## src/design/irpfd_pkg.sv

```systemverilog
// shared types, constants and register codes for the infrared pulse frame decoder
`timescale 1ns / 1ps

package irpfd_pkg;

    localparam int INTERVAL_WIDTH_DEF = 16;
    localparam int THRESH_W           = 16;
    localparam int FRAME_BITS         = 32;
    localparam int BIT_POS_W          = $clog2(FRAME_BITS);
    localparam int CFG_INDEX_W        = 8;
    localparam int OUT_TDATA_W        = 40;

    localparam logic [THRESH_W-1:0] FRAME_THRESH_RST = 16'd12500;
    localparam logic [THRESH_W-1:0] BIT_THRESH_RST   = 16'd2000;

    // register indexes on the configuration channel
    localparam logic [CFG_INDEX_W-1:0] CFG_FRAME_THRESHOLD = 8'd0;
    localparam logic [CFG_INDEX_W-1:0] CFG_BIT_THRESHOLD   = 8'd1;

    localparam logic [BIT_POS_W-1:0] LAST_BIT_POS = BIT_POS_W'(FRAME_BITS - 1);

    // decoded frame, address in the lowest bits
    typedef struct packed {
        logic       check_ok;
        logic [7:0] command_inverse;
        logic [7:0] command;
        logic [7:0] address_inverse;
        logic [7:0] address;
    } t_result;

    localparam int RESULT_W = $bits(t_result);

endpackage

```

## src/design/irpfd_decode.sv

```systemverilog
// frame state and bit decode for one registered pulse interval per cycle while i_fire is high
`timescale 1ns / 1ps

module irpfd_decode #(
    parameter int INTERVAL_WIDTH = irpfd_pkg::INTERVAL_WIDTH_DEF
) (
    input  logic                          i_clk,
    input  logic                          i_rst_n,
    input  logic                          i_fire,
    input  logic [INTERVAL_WIDTH-1:0]     i_interval,
    input  logic [irpfd_pkg::THRESH_W-1:0] i_frame_thresh,
    input  logic [irpfd_pkg::THRESH_W-1:0] i_bit_thresh,
    output logic                          o_emit,
    output irpfd_pkg::t_result            o_result
);
    import irpfd_pkg::*;

    localparam int CMP_W = (INTERVAL_WIDTH > THRESH_W) ? INTERVAL_WIDTH : THRESH_W;

    logic                   r_data_phase, n_data_phase;
    logic [BIT_POS_W-1:0]   r_count, n_count;
    logic [FRAME_BITS-1:0]  r_bits, n_bits;
    logic [CMP_W-1:0]       iv_ext, frame_ext, bit_ext;
    logic                   is_one;

    assign iv_ext    = CMP_W'(i_interval);
    assign frame_ext = CMP_W'(i_frame_thresh);
    assign bit_ext   = CMP_W'(i_bit_thresh);
    assign is_one    = iv_ext > bit_ext;

    always_comb begin
        n_data_phase = r_data_phase;
        n_count      = r_count;
        n_bits       = r_bits;
        o_emit       = 1'b0;
        if (i_fire) begin
            if (!r_data_phase) begin
                // first header interval is only counted, the second decides
                if (r_count == '0) begin
                    n_count = BIT_POS_W'(1);
                end else begin
                    n_count = '0;
                    if (iv_ext > frame_ext) begin
                        n_data_phase = 1'b1;
                        n_bits       = '0;
                    end
                end
            end else begin
                n_bits[r_count] = is_one;
                if (r_count == LAST_BIT_POS) begin
                    o_emit       = 1'b1;
                    n_data_phase = 1'b0;
                    n_count      = '0;
                end else begin
                    n_count = r_count + BIT_POS_W'(1);
                end
            end
        end
    end

    assign o_result.address         = n_bits[7:0];
    assign o_result.address_inverse = n_bits[15:8];
    assign o_result.command         = n_bits[23:16];
    assign o_result.command_inverse = n_bits[31:24];
    assign o_result.check_ok        = (n_bits[23:16] == ~n_bits[31:24]);

    always_ff @(posedge i_clk) begin
        if (!i_rst_n) begin
            r_data_phase <= 1'b0;
            r_count      <= '0;
            r_bits       <= '0;
        end else begin
            r_data_phase <= n_data_phase;
            r_count      <= n_count;
            r_bits       <= n_bits;
        end
    end

endmodule

```

## src/design/irpfd_out_buf.sv

```systemverilog
// output register with skid entry, keeps the decode side free of downstream ready
`timescale 1ns / 1ps

module irpfd_out_buf #(
    parameter int WIDTH = irpfd_pkg::RESULT_W
) (
    input  logic             i_clk,
    input  logic             i_rst_n,
    input  logic             i_push,
    input  logic [WIDTH-1:0] i_data,
    output logic             o_push_ready,
    output logic             o_valid,
    input  logic             i_ready,
    output logic [WIDTH-1:0] o_data
);
    logic             r_main_vld, n_main_vld;
    logic             r_skid_vld, n_skid_vld;
    logic [WIDTH-1:0] r_main, n_main;
    logic [WIDTH-1:0] r_skid, n_skid;

    assign o_push_ready = !r_skid_vld;
    assign o_valid      = r_main_vld;
    assign o_data       = r_main;

    always_comb begin
        n_main_vld = r_main_vld;
        n_skid_vld = r_skid_vld;
        n_main     = r_main;
        n_skid     = r_skid;
        if (!r_main_vld || i_ready) begin
            if (r_skid_vld) begin
                n_main     = r_skid;
                n_main_vld = 1'b1;
                n_skid_vld = 1'b0;
            end else begin
                n_main     = i_data;
                n_main_vld = i_push;
            end
        end else if (i_push) begin
            // main still waiting for a transfer, park the new result
            n_skid     = i_data;
            n_skid_vld = 1'b1;
        end
    end

    always_ff @(posedge i_clk) begin
        if (!i_rst_n) begin
            r_main_vld <= 1'b0;
            r_skid_vld <= 1'b0;
        end else begin
            r_main_vld <= n_main_vld;
            r_skid_vld <= n_skid_vld;
        end
    end

    always_ff @(posedge i_clk) begin
        r_main <= n_main;
        r_skid <= n_skid;
    end

endmodule

```

## src/design/ir_pulse_frame_decoder.sv

```systemverilog
// infrared pulse frame decoder: one interval register, decode stage, skid output
// path to m_axis_tvalid: interval register, then decode stage into the output register
// throughput: one interval per cycle while the skid entry is free, combinational bit decode
// a repeat frame or a header interval gives no result
// reset (i_rst_n low, synchronous): header phase, counters and frame bits cleared,
// thresholds back to 12500 and 2000, all valid flags dropped
`timescale 1ns / 1ps

module ir_pulse_frame_decoder #(
    parameter int INTERVAL_WIDTH = irpfd_pkg::INTERVAL_WIDTH_DEF
) (
    input  logic                              i_clk,
    input  logic                              i_rst_n,
    // interval stream
    input  logic                              s_axis_tvalid,
    output logic                              s_axis_tready,
    input  logic [((INTERVAL_WIDTH+7)/8)*8-1:0] s_axis_tdata,  // [INTERVAL_WIDTH-1:0] interval
    // result stream
    output logic                              m_axis_tvalid,
    input  logic                              m_axis_tready,
    // [7:0] address, [15:8] address_inverse, [23:16] command,
    // [31:24] command_inverse, [32] check_ok
    output logic [irpfd_pkg::OUT_TDATA_W-1:0] m_axis_tdata,
    // configuration writes
    input  logic                              i_cfg_valid,
    output logic                              o_cfg_ready,
    input  logic [irpfd_pkg::CFG_INDEX_W-1:0] i_cfg_index,
    input  logic [irpfd_pkg::THRESH_W-1:0]    i_cfg_data
);
    import irpfd_pkg::*;

    logic [THRESH_W-1:0]       r_frame_thresh;
    logic [THRESH_W-1:0]       r_bit_thresh;
    logic                      r_in_vld;
    logic [INTERVAL_WIDTH-1:0] r_interval;
    logic                      fire;
    logic                      emit;
    logic                      push_ready;
    t_result                   result;
    logic [RESULT_W-1:0]       out_data;

    assign o_cfg_ready = 1'b1;

    always_ff @(posedge i_clk) begin
        if (!i_rst_n) begin
            r_frame_thresh <= FRAME_THRESH_RST;
            r_bit_thresh   <= BIT_THRESH_RST;
        end else if (i_cfg_valid) begin
            case (i_cfg_index)
                CFG_FRAME_THRESHOLD: r_frame_thresh <= i_cfg_data;
                CFG_BIT_THRESHOLD:   r_bit_thresh   <= i_cfg_data;
                default: ;
            endcase
        end
    end

    // the decode stage only moves while the skid entry is free
    assign fire          = r_in_vld && push_ready;
    assign s_axis_tready = !r_in_vld || push_ready;

    always_ff @(posedge i_clk) begin
        if (!i_rst_n) begin
            r_in_vld <= 1'b0;
        end else if (s_axis_tready) begin
            r_in_vld <= s_axis_tvalid;
        end
    end

    always_ff @(posedge i_clk) begin
        if (s_axis_tvalid && s_axis_tready) begin
            r_interval <= s_axis_tdata[INTERVAL_WIDTH-1:0];
        end
    end

    irpfd_decode #(
        .INTERVAL_WIDTH (INTERVAL_WIDTH)
    ) u_decode (
        .i_clk          (i_clk),
        .i_rst_n        (i_rst_n),
        .i_fire         (fire),
        .i_interval     (r_interval),
        .i_frame_thresh (r_frame_thresh),
        .i_bit_thresh   (r_bit_thresh),
        .o_emit         (emit),
        .o_result       (result)
    );

    irpfd_out_buf #(
        .WIDTH (RESULT_W)
    ) u_out_buf (
        .i_clk        (i_clk),
        .i_rst_n      (i_rst_n),
        .i_push       (emit),
        .i_data       (result),
        .o_push_ready (push_ready),
        .o_valid      (m_axis_tvalid),
        .i_ready      (m_axis_tready),
        .o_data       (out_data)
    );

    assign m_axis_tdata = OUT_TDATA_W'(out_data);

endmodule

```

## config.mk

```make
export PLATFORM = sky130hd
export DESIGN_NAME = ir_pulse_frame_decoder
export DESIGN_NICKNAME = d
export VERILOG_FILES = /design/src/design/irpfd_pkg.sv /design/src/design/irpfd_decode.sv /design/src/design/irpfd_out_buf.sv /design/src/design/ir_pulse_frame_decoder.sv
export SDC_FILE = /design/constraint.sdc
export NUM_CORES = 1
export LEC_CHECK = 0
export BUFFER_PORTS_ARGS = -buffer_cell sky130_fd_sc_hd__clkbuf_2
export CORE_MARGIN = 8
export CORE_UTILIZATION = 59
export DETAILED_ROUTE_END_ITERATION = 12
export GPL_ROUTABILITY_DRIVEN = 0
export PLACE_DENSITY = 0.81
export SYNTH_ARGS = -nofsm -noshare
export SYNTH_HDL_FRONTEND = slang
export SYNTH_HIERARCHICAL = 1
export SYNTH_SLANG_ARGS = --single-unit
```

## constraint.sdc

```tcl
create_clock -name i_clk -period 3.9 [get_ports i_clk]
set_input_delay 0.195 -clock i_clk [delete_from_list [all_inputs] [get_ports i_clk]]
set_output_delay 0.195 -clock i_clk [all_outputs]
set_load 0.02 [all_outputs]
```

==> metrics.txt, run 1 <==
Worst-Margin Slew 0.931 ns; Clock power frac 47.1%; final net count 846; CP endpoint kind register; max capacitance violation total 0; Max Root-Sink Buffers 2; DIE AREA 0.0166 mm²; Clock transition at path regs 0.06 ns; clk_lat worst skew 0.43 ns; row cnt 41; RSZ-0062 raised after global routing false; antenna diode count 0; R2R cell count 11; Reg2Reg Setup Slack 0.43 ns; Synth Instances 683; global-route wire length before repair 25300 µm; Detail Route Antenna Nets 0; largest family of logic cells by synthesized area simple AND/OR/NAND/NOR gates; WHS Path Cells 3; height of the die 129 µm; 1st-iter DRT viols 364; worst vdd ir 0.000199 V; root buf cell clkbuf_16; DRC viols 0; Synth Area in Compound Gates 9.60%; H-tree levels 4; Routed WL 15600 µm; non-filler cells, final 949; synth unique cells 57; initial antenna violation count 0; CP delay by family, top simple AND/OR/NAND/NOR gates; WP buf/inv 0; Num CTS Buffers 17; r2r endpoint u_out_buf/o_data[32]; YS warnings 6; final instance area 0.00866 mm²; outcome finished clean; Final Skew 0.00863 ns; placed cell area 0.00790 mm²; main area contributors after synthesis edfxtp_1 (33%), dfxtp_1 (19%), ha_1 (6.2%); GRT Util Overall 19.3%; switching share of power 21.3%; Reg power frac 48.8%; fill count 902; HP Class input pin to register; Post-synth EDFFs 82; share of layout cells above drive strength 1 20.5%; Worst path max stage delay 0.64 ns; post-CTS setup buffer count 0; CP cell instances ha_1, nand4_1, nor4_2, o21ai_1, a31oi_1, and3b_1, o22a_1, xor2_1, nand4_1, nor4_2, mux2_2; Finished Core Util 69.2%; TritonRoute pass-1 iters 5; Rel. slew slack 37.9%; via/cell ratio 5.59; DP Wirelength 10500 µm; area of the multi-input gates 0.00314 mm²; Die W 129 µm; Yosys top cell area share 32.8%; I/O pins 88; pwr dens 408 mW/mm²; crit share post-route 89.0%; Crit-path slowest cell and3b_1; Async SR Flop Fraction 0%; Layout area overhead 15.2%; Post-synth top flop edfxtp_1; hold_sp i_cfg_data[2]; fmax 288 MHz; final setup violation count 0; Sw Pwr 0.752 mW; CTS Sinks 155; crit path max fanout 20; vias 5303; Syn Area/Cell 11.0 µm²; IO buf count 79; Setup TNS 0 ns; sequential cell area 0.00393 mm²; Startpoint Class register; part of the power in combinational logic 4.1%; sequential cell area fraction in the yosys report 52.2%; largest net degree at the start of global routing 61; area of the mapped netlist 0.00752 mm²; placed cells 901; post-synthesis mux area share 10.1%; drt wl/cell 16.4 µm; worst r2r src r_interval[14]; Synth Area in XOR/XNOR 0.699%; kind of critical path register to register; final slew viol count 0; cell taking the most area after synthesis edfxtp_1; Worst Path Arrival 3.77 ns; WHS Endpoint r_bit_thresh[2]; post-synthesis adder-cell area fraction 6.16%; CP Depth 11; total gr overflow 0; Internal 2.78 mW; Starting Density 60.1%; Core ar. 0.0125 mm²; Min Clock Period, post-route 3.47 ns; Req. time, crit path 4.20 ns; TritonCTS clock tree done; FF+latch count, synth 155; Lkg Pwr 3.65 nW; Tot Pwr 3.53 mW; vias in the first global route 5392; Final Hold Viols 0; simple logic cell fraction of the synthesized area 14.7%
-- how the worst max path moves through the flow --
stage / startpoint / endpoint
floorplan: u_out_buf/o_valid / u_out_buf/r_skid[0]
global placement: r_interval[15] / u_out_buf/o_data[32]
detailed placement: r_interval[14] / u_out_buf/o_data[32]
CTS: r_interval[14] / u_out_buf/o_data[32]
global route: r_interval[15] / u_out_buf/o_data[32]
finish: r_interval[14] / u_out_buf/o_data[32]
-- per-layer routing --
metal	track usage, %	vias up	wire (µm)	share of wire (%)
met5	0	-	0	0
met4	8.29	0	319	2.0
met3	4.47	29	796	5.1
met2	35.4	166	8270	53
met1	20.8	2554	6190	40
li1	-	2554	-	-
-- worst reg2reg max path: stages, from the launching register on --
cell,delay (ns)
edfxtp_1,0.40
ha_1,0.34
nand4_1,0.20
nor4_2,0.40
o21ai_1,0.12
a31oi_1,0.23
and3b_1,0.64
o22a_1,0.29
xor2_1,0.17
nand4_1,0.15
nor4_2,0.19
mux2_2,0.20
-- synthesized netlist by cell type, drive strengths merged, types with 2 or more instances --
cell type	count
mux2	33
edfxtp	82
o22a	12
nor2b	29
nor3	4
clkbuf	25
and3	5
nand2	84
a31oi	7
and2	25
nand2b	5
and3b	2
mux2i	28
nand3	16
dfxtp	73
o21ai	48
nor3b	4
a21oi	29
conb	2
nor4	10
a22oi	2
xor2	6
a21o	6
ha	37
a22o	2
nor2	12
buf	17
o22ai	4
inv	52
nand4	6
a21boi	2
-- registers in the layout, summed over array words and instances, names as in the netlist --
register	count
u_decode/r_bits	32
r_interval	16
u_decode/r_data_phase	1
u_out_buf/o_data	33
u_out_buf/r_skid_vld	1
r_in_vld	1
r_frame_thresh	16
u_decode/r_count	5
u_out_buf/r_skid	33
u_out_buf/o_valid	1
r_bit_thresh	16
-- metrics by stage --
step | setup WS (ns) | hold WS [ns]
after floorplan | 0.686 | 0.294
after global placement | 0.705 | 0.373
after detailed placement | 0.521 | 0.375
after CTS | 0.481 | 0.00751
after global routing | 0.149 | 0.0188
final | 0.431 | 0.0130
-- final cells by class --
class / count / area share (%)
Clock buffer: 18 / 4.96
Inverter: 52 / 2.25
Multi-Input combinational cell: 439 / 36.2
Tap cell: 172 / 2.49
Sequential cell: 155 / 45.3
Clock inverter: 14 / 1.98
Timing Repair Buffer: 99 / 6.76
-- power by group through the flow --
stage               Clock, mW  Sequential [mW]  Combinational [mW]
floorplan                   0             1.76              0.0889
global placement            0             1.76               0.123
detailed placement          0             1.76               0.128
CTS                      1.69             1.72               0.142
global route             1.76             1.73               0.158
finish                   1.66             1.72               0.144
-- cells by family after synthesis --
family,after synthesis
DFF,155
buffers and inverters,95
and+or+nand+nor,207
muxes,61
xor gates and xnor gates,6
other,2
adders and majority gates,37
AOI/OAI and AO/OA,120
-- layout by cell type, fill, tap and decap left out, types with 4 or more instances in the layout --
cell           instances
nand3_1               16
mux2_4                28
o21ai_1               21
mux2i_1               28
o22a_1                11
nor2b_1               29
clkbuf_16             17
dlygate4sd3_1         16
buf_4                  4
and3_1                 5
dfxtp_1               72
inv_1                 52
nand4_1                6
edfxtp_1              82
ha_1                  37
o22ai_1                4
o21ai_0               27
and2_1                25
mux2_2                 5
xor2_1                 6
clkinvlp_4             5
nand2_1               84
a31oi_1                7
conb_1                 8
a21oi_1               29
nor4_1                 7
clkbuf_2              79
nor2_1                10
nand2b_1               4
a21o_1                 6
-- what timing repair did --
| item | in CTS | in global routing |
|---|---|---|
| hold buffers | 16 | 0 |
| endpoints found under the hold margin | 16 | 0 |
| setup endpoints to repair | 0 | 0 |
| resized for setup | 0 | 0 |
Note: power is estimated with default switching activity, not from simulation.
==> run 2: changes to the inputs <==
--- a/config.mk
+++ b/config.mk
@@ -5,12 +5,13 @@
 export SDC_FILE = /design/constraint.sdc
 export NUM_CORES = 1
 export LEC_CHECK = 0
+export ABC_AREA = 1
 export BUFFER_PORTS_ARGS = -buffer_cell sky130_fd_sc_hd__clkbuf_2
 export CORE_MARGIN = 8
 export CORE_UTILIZATION = 59
 export DETAILED_ROUTE_END_ITERATION = 12
 export GPL_ROUTABILITY_DRIVEN = 0
-export PLACE_DENSITY = 0.81
+export PLACE_DENSITY = 0.8
 export SYNTH_ARGS = -nofsm -noshare
 export SYNTH_HDL_FRONTEND = slang
 export SYNTH_HIERARCHICAL = 1
==> metrics.txt, run 2 <==
Req. time, crit path 4.08 ns (-0.12 ns); antenna diode count 0 (unchanged); area of the multi-input gates 0.00367 mm² (+17%); max capacitance violation total 0 (unchanged); kind of critical path register to register; I/O pins 88 (unchanged); clk_lat worst skew 0.42 ns (about the same); Layout area overhead 13.8%; IO buf count 79 (unchanged); CP cell instances ha_1, a21oi_1, nand2_1, nand2_1, nand2_1, nand2_1, nand2_1, nand2_1, nand2_1, nand2_1, nand2_1, o21ai_1, nand2_1, nand2_1, nor2_1, nand2_1, nor2_2, nand2_1, nand2_1; vias in the first global route 6594 (+22%); Syn Area/Cell 7.87 µm² (-29%); post-cts sizing count 0 (unchanged); post-CTS setup buffer count 0 (unchanged); RSZ-0062 raised after global routing false; Routed WL 18400 µm (+18%); 1st-iter DRT viols 554 (+52%); Worst Path Arrival 3.22 ns (-0.55 ns); final slew viol count 0 (unchanged); placed cell area 0.00876 mm² (+11%); Setup TNS 0 ns (unchanged); Max Root-Sink Buffers 2 (unchanged); YS warnings 6 (unchanged); FF+latch count, synth 155 (unchanged); area of the mapped netlist 0.00839 mm² (+12%); most used cell, CP nand2_1; cell taking the most area after synthesis edfxtp_1; Final Hold Viols 0 (unchanged); Detail Route Antenna Nets 0 (unchanged); Lkg Pwr 4.41 nW (+21%); most common cell after layout, fill and taps aside nand2_1; height of the die 135 µm (+5.0%); Startpoint Class register; fill count 1118 (+24%); root buf cell clkbuf_16; row cnt 43 (+4.9%); Post-synth EDFFs 82 (unchanged); Starting Density 60.5% (+0.42 points); GRT Util Overall 21.1% (+1.8 points); WP buf/inv 0 (unchanged); largest net degree at the start of global routing 46 (-25%); CP delay by family, top simple AND/OR/NAND/NOR gates; vias 6865 (+29%); Tot Pwr 3.90 mW (+10%); main area contributors after synthesis edfxtp_1 (29%), dfxtp_1 (17%), nand2_1 (14%); H-tree levels 4 (unchanged); DRC viols 0 (unchanged); outcome finished clean; Die W 135 µm (+5.0%); hold_buf cts 21 (+5); CP endpoint kind register; top cell types by occurrence after synthesis nand2_1 (316), nor2_1 (181), inv_1 (117); final instance area 0.00955 mm² (+10%); most frequent cells in the layout nand2_1 (316), nor2_1 (180), inv_1 (117); crit share post-route 77.8% (-11 points); Worst path max stage delay 0.67 ns (+0.03 ns); Min Clock Period, post-route 3.03 ns (-0.434 ns); crit path max fanout 29 (+45%); placed cells 1292 (+43%); drt wl/cell 13.7 µm (-17%); final net count 1234 (+46%); share of layout cells above drive strength 1 14.8% (-5.7 points); global-route wire length before repair 31100 µm (+23%); Synth Instances 1067 (+56%); CTS Sinks 155 (unchanged); Async SR Flop Fraction 0% (unchanged); synth unique cells 41 (-28%); via/cell ratio 5.10 (-8.7%); Final Skew 0.00655 ns (-0.00208 ns); Rel. slew slack 38.2% (+0.31 points); worst vdd ir 0.000317 V (+60%); Core ar. 0.0139 mm² (+11%); Worst-Margin Slew 0.925 ns (-0.00570 ns); Num CTS Buffers 17 (unchanged); most frequent cell after synthesis nand2_1; total gr overflow 0 (unchanged); TritonCTS clock tree done; hold_ws 0.0136 ns (+0.000590 ns); HP Class input pin to register; non-filler cells, final 1345 (+42%); TritonRoute pass-1 iters 5 (unchanged); Yosys top cell area share 29.3% (-3.4 points); DP Wirelength 12200 µm (+17%); Post-synth top flop edfxtp_1; DIE AREA 0.0183 mm² (+10%); sequential cell area fraction in the yosys report 46.7% (-5.5 points); Crit-path slowest cell nand2_1; sequential cell area 0.00392 mm² (about the same); fmax 329 MHz (+14%); pwr dens 409 mW/mm² (+0.16%); final setup violation count 0 (unchanged); Clock transition at path regs 0.06 ns (about the same); initial antenna violation count 0 (unchanged)
==> run 2: final timing paths <==
kind                                   startpoint                    to  slack (ns)  cells past startpoint
worst max-delay path                r_interval[3]  u_out_buf/o_data[32]        0.87                     19
worst min-delay path               i_cfg_data[12]    r_frame_thresh[12]        0.01                      3
worst max register to register      r_interval[3]  u_out_buf/o_data[32]        0.87                     19
worst min register to register  r_frame_thresh[4]     r_frame_thresh[4]        0.46                      2
==> run 2: through the flow <==
| step | setup WS [ns] | util, % |
|---|---|---|
| 6_report | 0.865 | 68.8 |
| 5_1_grt | 0.433 | 68.8 |
| 4_1_cts | 0.877 | 68.8 |
| 3_5_place_dp | 0.908 | 63.1 |
| 3_3_place_gp | 0.939 | 63.1 |
| 2_1_floorplan | 0.726 | - |
==> run 2: routing by layer <==
metal  vias to the layer above  track usage [%]  share of wire [%]
li1                       3525                -                  -
met1                      3135             25.8                 44
met2                       177             35.6                 49
met3                        28             4.38                5.5
met4                         0             8.33                2.1
met5                         -                0                  0
==> run 2: layout make-up <==
class	count	area share (%)
clock buffer	22	4.86
tap	180	2.36
multi-input combinational	746	38.5
sequential	155	41.1
inverter	122	4.87
timing repair buffer	110	7.13
clock inverter	10	1.23
==> run 2: worst register-to-register path: cells and delay by family (launching register included) <==
family	cells	cell delay, ns
adders and majority gates	1	0.34
and+or+nand+nor	16	1.72
AOI/OAI and AO/OA	2	0.34
DFF	1	0.40
==> run 2: kinds of logic (layout without fill, tap and decap cells) <==
logic type	Yosys count	count (layout)	synth area share, %
DFF	155	155	46.7
AOI/OAI and AO/OA	110	110	9.20
other	2	8	0.0895
buffers and inverters	172	264	9.81
xor gates and xnor gates	1	1	0.104
adders and majority gates	37	37	5.51
and+or+nand+nor	590	590	28.5
==> run 2: power breakdown <==
| group | internal (mW) | switching (mW) | total, mW |
|---|---|---|---|
| clock network | 0.974 | 0.642 | 1.62 |
| logic | 0.164 | 0.295 | 0.459 |
| registers | 1.79 | 0.0341 | 1.83 |
| total | 2.93 | 0.971 | 3.90 |
